===== src/rtl/cbh_pkg.sv =====
// Shared types, constants and a helper function for the cancellable barrier home block.
package cbh_pkg;

    // Queue depth and derived widths.
    localparam int NODE_COUNT = 32;
    localparam int QIDX_W     = (NODE_COUNT > 1) ? $clog2(NODE_COUNT) : 1;
    localparam int CNT_W      = 6;
    localparam int NODE_W     = 5;
    localparam int RESULT_CAP = 32;
    localparam int MAX_PART   = (NODE_COUNT < RESULT_CAP) ? NODE_COUNT : RESULT_CAP;

    localparam logic [CNT_W-1:0] MAX_PART_C = CNT_W'(MAX_PART);
    localparam logic [CNT_W-1:0] ONE_PART_C = CNT_W'(1);

    // Request codes.
    typedef enum logic {
        ACT_ENTER  = 1'b0,
        ACT_CANCEL = 1'b1
    } action_t;

    // One request transfer.
    typedef struct packed {
        action_t           action;
        logic [NODE_W-1:0] requester;
    } in_item_t;

    // One release or cancel message.
    typedef struct packed {
        logic [NODE_W-1:0] target_node;
        logic              done_flag;
        logic              last_of_run;
    } out_item_t;

    // Zero counts as one, and the count is capped at the queue size and the run limit.
    function automatic logic [CNT_W-1:0] eff_part(input logic [CNT_W-1:0] p);
        logic [CNT_W-1:0] e;
        e = p;
        if (e == '0) begin
            e = ONE_PART_C;
        end
        if (e > MAX_PART_C) begin
            e = MAX_PART_C;
        end
        return e;
    endfunction

endpackage


===== src/rtl/cbh_waiter_ram.sv =====
// Waiter queue memory: one write port and one registered read port.
module cbh_waiter_ram
    import cbh_pkg::*;
(
    input  logic              clk,
    input  logic              wr_en,
    input  logic [QIDX_W-1:0] wr_addr,
    input  logic [NODE_W-1:0] wr_data,
    input  logic              rd_en,
    input  logic [QIDX_W-1:0] rd_addr,
    output logic [NODE_W-1:0] rd_data
);

    logic [NODE_W-1:0] mem [NODE_COUNT];
    logic [NODE_W-1:0] rd_data_reg;

    // Write port.
    always_ff @(posedge clk)
    begin
        if (wr_en)
        begin
            mem[wr_addr] <= wr_data;
        end
    end

    // Registered read port.
    always_ff @(posedge clk)
    begin
        if (rd_en)
        begin
            rd_data_reg <= mem[rd_addr];
        end
    end

    assign rd_data = rd_data_reg;

endmodule


===== src/rtl/cancellable_barrier_home_top.sv =====
// Top level of the cancellable barrier home: request handling, queue drain and output register.
//
// An enter request that does not complete the barrier is taken without a stall: the node is
// written into the waiter memory and nothing is sent. An enter that completes the barrier,
// or a cancel with N nodes waiting, starts a run that sends the N waiters oldest first, one
// message per cycle while the output is not stalled, set by the single read port of the
// waiter memory; a release then sends the arriving node last. The input stays stalled from
// the request transfer until the run is over: through the drain and, on a release, through
// the tail state that sends the arriving node (the only state when no node waits). No
// request is taken until the last message of the run has been handed to the output register.
// A cancel with no waiters is taken without a stall and sends nothing. There is no clearing
// pass after reset; the participants register may be written at any time the block is idle.
module cancellable_barrier_home_top
    import cbh_pkg::*;
(
    input  logic             clk,
    input  logic             rst_n,
    input  logic             cfg_wr_en,
    input  logic [CNT_W-1:0] cfg_wr_data,
    input  logic             in_valid,
    output logic             in_stall,
    input  in_item_t         in_data,
    output logic             out_valid,
    input  logic             out_stall,
    output out_item_t        out_data
);

    typedef enum logic [1:0] {
        S_IDLE,
        S_DRAIN,
        S_TAIL
    } state_t;

    state_t            state_reg, state_next;
    logic [CNT_W-1:0]  part_reg, part_next;
    logic [CNT_W-1:0]  count_reg, count_next;
    logic [CNT_W-1:0]  len_reg, len_next;
    logic [CNT_W-1:0]  iss_reg, iss_next;
    logic              done_reg, done_next;
    logic [NODE_W-1:0] node_reg, node_next;
    logic              rd_valid_reg, rd_valid_next;
    logic              rd_last_reg, rd_last_next;
    logic              out_valid_reg, out_valid_next;
    out_item_t         out_data_reg, out_data_next;

    logic              in_take;
    logic              out_free;
    logic              out_load_mem;
    logic              issue;
    logic              completes;
    logic              wr_en;
    logic [NODE_W-1:0] rd_data;

    // Waiter queue storage.
    cbh_waiter_ram u_ram (
        .clk     (clk),
        .wr_en   (wr_en),
        .wr_addr (count_reg[QIDX_W-1:0]),
        .wr_data (in_data.requester),
        .rd_en   (issue),
        .rd_addr (iss_reg[QIDX_W-1:0]),
        .rd_data (rd_data)
    );

    // Handshake and drain control terms.
    assign in_take      = in_valid && (state_reg == S_IDLE);
    assign out_free     = !out_valid_reg || !out_stall;
    assign out_load_mem = rd_valid_reg && out_free;
    assign issue        = (state_reg == S_DRAIN) && (iss_reg != len_reg)
                          && (!rd_valid_reg || out_load_mem);
    assign completes    = ({1'b0, count_reg} + (CNT_W+1)'(1))
                          >= {1'b0, eff_part(part_reg)};
    assign wr_en        = in_take && (in_data.action == ACT_ENTER) && !completes;

    // Next-state logic for the sequencer, the read tracking and the output register.
    always_comb
    begin
        state_next     = state_reg;
        part_next      = cfg_wr_en ? cfg_wr_data : part_reg;
        count_next     = count_reg;
        len_next       = len_reg;
        iss_next       = iss_reg;
        done_next      = done_reg;
        node_next      = node_reg;
        out_valid_next = out_valid_reg && out_stall;
        out_data_next  = out_data_reg;

        // Memory read tracking during a drain.
        rd_valid_next = issue || (rd_valid_reg && !out_load_mem);
        rd_last_next  = rd_last_reg;
        if (issue)
        begin
            iss_next     = iss_reg + CNT_W'(1);
            rd_last_next = !done_reg && ((iss_reg + CNT_W'(1)) == len_reg);
        end

        // Queued waiter moves into the output register.
        if (out_load_mem)
        begin
            out_valid_next            = 1'b1;
            out_data_next.target_node = rd_data;
            out_data_next.done_flag   = done_reg;
            out_data_next.last_of_run = rd_last_reg;
        end

        unique case (state_reg)
            S_IDLE:
            begin
                if (in_take)
                begin
                    if (in_data.action == ACT_ENTER)
                    begin
                        if (!completes)
                        begin
                            count_next = count_reg + CNT_W'(1);
                        end
                        else
                        begin
                            len_next   = count_reg;
                            count_next = '0;
                            iss_next   = '0;
                            done_next  = 1'b1;
                            node_next  = in_data.requester;
                            state_next = (count_reg == '0) ? S_TAIL : S_DRAIN;
                        end
                    end
                    else if (count_reg != '0)
                    begin
                        len_next   = count_reg;
                        count_next = '0;
                        iss_next   = '0;
                        done_next  = 1'b0;
                        state_next = S_DRAIN;
                    end
                end
            end
            S_DRAIN:
            begin
                if ((iss_reg == len_reg) && !rd_valid_reg)
                begin
                    state_next = done_reg ? S_TAIL : S_IDLE;
                end
            end
            S_TAIL:
            begin
                // The arriving node closes a normal release.
                if (out_free)
                begin
                    out_valid_next            = 1'b1;
                    out_data_next.target_node = node_reg;
                    out_data_next.done_flag   = 1'b1;
                    out_data_next.last_of_run = 1'b1;
                    state_next                = S_IDLE;
                end
            end
            default:
            begin
                state_next = S_IDLE;
            end
        endcase
    end

    // State and registered outputs.
    always_ff @(posedge clk or negedge rst_n)
    begin
        if (!rst_n)
        begin
            state_reg     <= S_IDLE;
            part_reg      <= ONE_PART_C;
            count_reg     <= '0;
            len_reg       <= '0;
            iss_reg       <= '0;
            done_reg      <= 1'b0;
            node_reg      <= '0;
            rd_valid_reg  <= 1'b0;
            rd_last_reg   <= 1'b0;
            out_valid_reg <= 1'b0;
            out_data_reg  <= '0;
        end
        else
        begin
            state_reg     <= state_next;
            part_reg      <= part_next;
            count_reg     <= count_next;
            len_reg       <= len_next;
            iss_reg       <= iss_next;
            done_reg      <= done_next;
            node_reg      <= node_next;
            rd_valid_reg  <= rd_valid_next;
            rd_last_reg   <= rd_last_next;
            out_valid_reg <= out_valid_next;
            out_data_reg  <= out_data_next;
        end
    end

    assign in_stall  = (state_reg != S_IDLE);
    assign out_valid = out_valid_reg;
    assign out_data  = out_data_reg;

endmodule


===== config.mk =====
export PLATFORM = sky130hd
export DESIGN_NAME = cancellable_barrier_home_top
export DESIGN_NICKNAME = d
export VERILOG_FILES = /design/src/rtl/cbh_pkg.sv /design/src/rtl/cbh_waiter_ram.sv /design/src/rtl/cancellable_barrier_home_top.sv
export SDC_FILE = /design/constraint.sdc
export NUM_CORES = 1
export LEC_CHECK = 0
export BUFFER_PORTS_ARGS = -buffer_cell sky130_fd_sc_hd__buf_2
export CAP_MARGIN = 20
export CORE_UTILIZATION = 56
export DETAILED_ROUTE_END_ITERATION = 10
export PLACE_DENSITY = 0.82
export SLEW_MARGIN = 15
export SYNTH_ARGS = -nofsm -noshare
export SYNTH_HDL_FRONTEND = slang
export SYNTH_HIERARCHICAL = 1
export SYNTH_SLANG_ARGS = --single-unit

===== constraint.sdc =====
create_clock -name clk -period 3.64 [get_ports clk]
set_clock_uncertainty 0.1 [all_clocks]
set_input_delay 0 -clock clk [delete_from_list [all_inputs] [get_ports clk]]
set_output_delay 0 -clock clk [all_outputs]
set_load 0.005 [all_outputs]

==> flow_summary.toml <==
[setup_path]
rr_endpoint = "u_ram/mem[4][1]"
critical_path_peak_fanout = 8
end_kind = "register"
reg2reg_depth = 10
crit_chain = "ha_2, nand3_2, xnor2_2, ha_1, a21o_1, a211o_1, or3_1, nor2_2, or3b_4, nor2_4"
slowest_delay_ns = 0.55
path_class = "reg2reg"
regToRegStartpoint = "count_reg[0]"
endpoint = "u_ram/mem[4][1]"
startpoint = "count_reg[0]"
regToRegSetupSlack_ns = 0.14
critical_path_required_ns = 3.72
cp_slowest_cell = "or3b_4"
start_kind = "register"
cp.arrival_ns = 3.58

[clocking]
cts-htree-levels = 1
cts_root_buf = "clkbuf_16"
clkLatencyLatePin_ns = 0.49
clkSlewWorstSetupHoldPaths_ns = 0.06
numCtsBuffers = 21
clock_sink_count = 207
clock_path_buffers = 3
cts_tree = "done"

[sta]
final-setup-viol-count = 0
finalCritPeriodShare_pct = 96.0
timing.final.crit_period_ns = 3.50
slew_headroom_pct = 34.8
clock.fmax_mhz = 286
rsz0062_at_grt = "no"
final.setup.tns_ns = 0
worst_pin_slew_ns = 0.978
finalHoldViolCount = 0
finalMaxSlewViolations = 0

[outcome]
outcome = "complete, no violations"

[synth]
synth_cell_type_count = 47
async_flop_share_pct = 20.3
avgSynthCellArea_um2 = 17.5
synth_cells = 490
synth_area_um2 = 8590
yosys_warnings = 6
synth_nets = 516
synth-edff-count = 165
synthFlopType = "edfxtp_1"
ys_seq_area_share_pct = 69.9
synth-seq-cells = 207

[die]
core_area_um2 = 14800
die-area_um2 = 15800
die_h_um = 126
num_rows = 44
pin_count = 26
die_w_um = 126
start_util_pct = 58.3

[placement]
gp_congestion = 0.850
placedCellCount = 714
hpwl_um = 11300
io_buffers = 25
place_area_um2 = 9180

[min_path]
worst_hold_path_type = "in2reg"

[global_routing]
grt_max_degree = 45
grt_antenna_before_repair = 0
grt-ovfl-total = 0
grt_util_all_layers_pct = 24.7
grt_pass1_wl_um = 29200
grt_pass1_vias = 5088

[routing]
avgRoutedWirePerCell_um = 23.9
via_count = 4825
viasPerCell = 6.24
drtIter0Drc = 600
finalWirelength_um = 18500
drc_errors = 0
dr.pass1.iters = 5
postRouteAntennaNets = 0

[cells_and_area]
stdcell_area_um2 = 10100
area_growth_pct = 17.5
largest_reg_flops = 160
fill_cells = 918
n_antenna_cell = 0
fin_nets = 601
layout.cells.non_filler = 773
drive_gt1_share_pct = 31.7
multi_input_area_um2 = 2540
regArea_um2 = 6010

[power_and_ir_drop]
vdd.ir_drop.worst_uv = 529
leakagePower_nw = 3.53
totalPowerFinal_mw = 6.65
powerDensity_nw_per_um2 = 658

[flow_run]
cap_viol_max_count = 0
-- per-stage QoR --
step | worst slack, ns | util, % | hold WS, ns
2_1_floorplan | 0.0253 | - | -0.396
3_3_place_gp | 0.102 | 62.2 | 0.0771
3_5_place_dp | -0.0367 | 62.2 | 0.101
4_1_cts | 0.00361 | 68.3 | 0.0234
5_1_grt | 0.0174 | 68.4 | 0.0314
6_report | 0.145 | 68.4 | 0.0127
-- routing by layer --
| layer | share of wire, % | wire length [um] | vias to the layer above | track usage [%] |
|---|---|---|---|---|
| met4 | 2.8 | 520 | 0 | 8.36 |
| met2 | 52 | 9630 | 181 | 42.6 |
| met5 | 0 | 0 | - | 0 |
| met1 | 40 | 7320 | 2504 | 32.5 |
| met3 | 5.5 | 1020 | 39 | 3.53 |
| li1 | - | - | 2101 | - |
-- worst max-delay path: cells and delay by family, from the launching register on --
family,cells,cell delay [ns]
AND/OR/NAND/NOR,5,1.49
adder cells (fa/ha/maj),2,0.55
AO/OA/AOI/OAI,2,0.52
flip-flops,1,0.36
XOR/XNOR,1,0.17
-- Yosys cell counts (all sizes together) (7+ instances only) --
cell	instances	area, um^2
mux4	50	1130
ha	9	113
edfxtp	165	4950
inv	9	33.8
a21oi	10	50.1
clkbuf	12	45.0
nor2	54	203
mux2	21	244
xnor2	10	87.6
o21ai	12	60.1
nand2	24	90.1
dfrtp	41	1030
nand3	9	50.1
buf	7	46.3
-- power breakdown --
group | leakage, nW | internal [mW] | switching (mW) | total, mW
clock | 0.335 | 1.27 | 0.871 | 2.14
sequential | 2.02 | 2.76 | 0.148 | 2.91
combinational | 1.17 | 0.777 | 0.825 | 1.60
total | 3.53 | 4.80 | 1.84 | 6.65
-- what timing repair did --
item	CTS	global route
resized for setup	1	3
endpoints found under the setup margin	40	125
pin swaps	0	1
hold buffers	21	0
hold endpoints to repair	174	0
gates cloned	0	0
setup buffers	0	1
-- layout make-up --
type | instances | area share (%)
sequential | 207 | 59.5
multi-input combinational | 255 | 25.2
timing repair buffer | 81 | 5.92
clock buffer | 21 | 5.20
tap | 184 | 2.28
clock inverter | 16 | 1.56
inverter | 9 | 0.335
-- cell families (layout without fill, tap and decap cells) --
kind of cell | count (synthesis) | count (layout) | synth area share [%]
buf+inv | 28 | 127 | 1.46
flops | 207 | 207 | 69.9
fa+ha+maj | 9 | 9 | 1.31
mux | 72 | 72 | 16.1
compound gates | 45 | 45 | 3.55
simple gates | 113 | 113 | 6.10
xor+xnor | 16 | 16 | 1.63
-- worst min path at each step --
stage / to / start / slack [ns] / cells after the start
floorplan: count_reg[0] / rst_n / -0.40 / 0
global placement: out_valid / rst_n / 0.08 / 1
detailed placement: out_data[6] / rst_n / 0.10 / 1
CTS: u_ram/mem[25][2] / in_data[2] / 0.02 / 1
global route: u_ram/mem[29][2] / in_data[2] / 0.03 / 1
finish: u_ram/mem[3][2] / in_data[2] / 0.01 / 1
-- layout by cell type (no fill, tap or decap), types with 3 or more instances in the layout --
master,n
clkinv_1,6
nor2_4,8
bufinv_16,3
or3_1,5
nand3b_1,6
o22ai_1,6
buf_4,35
edfxtp_1,165
ha_1,8
nand3_1,7
a21oi_1,10
clkbuf_16,21
mux4_2,50
buf_2,25
dfrtp_1,39
inv_1,9
clkinv_2,4
xnor2_1,9
xor2_1,6
o21ai_0,11
nand2_1,24
dlygate4sd3_1,21
mux2_2,19
nor2_1,45
No activity file was read; power rests on OpenSTA's default activity.
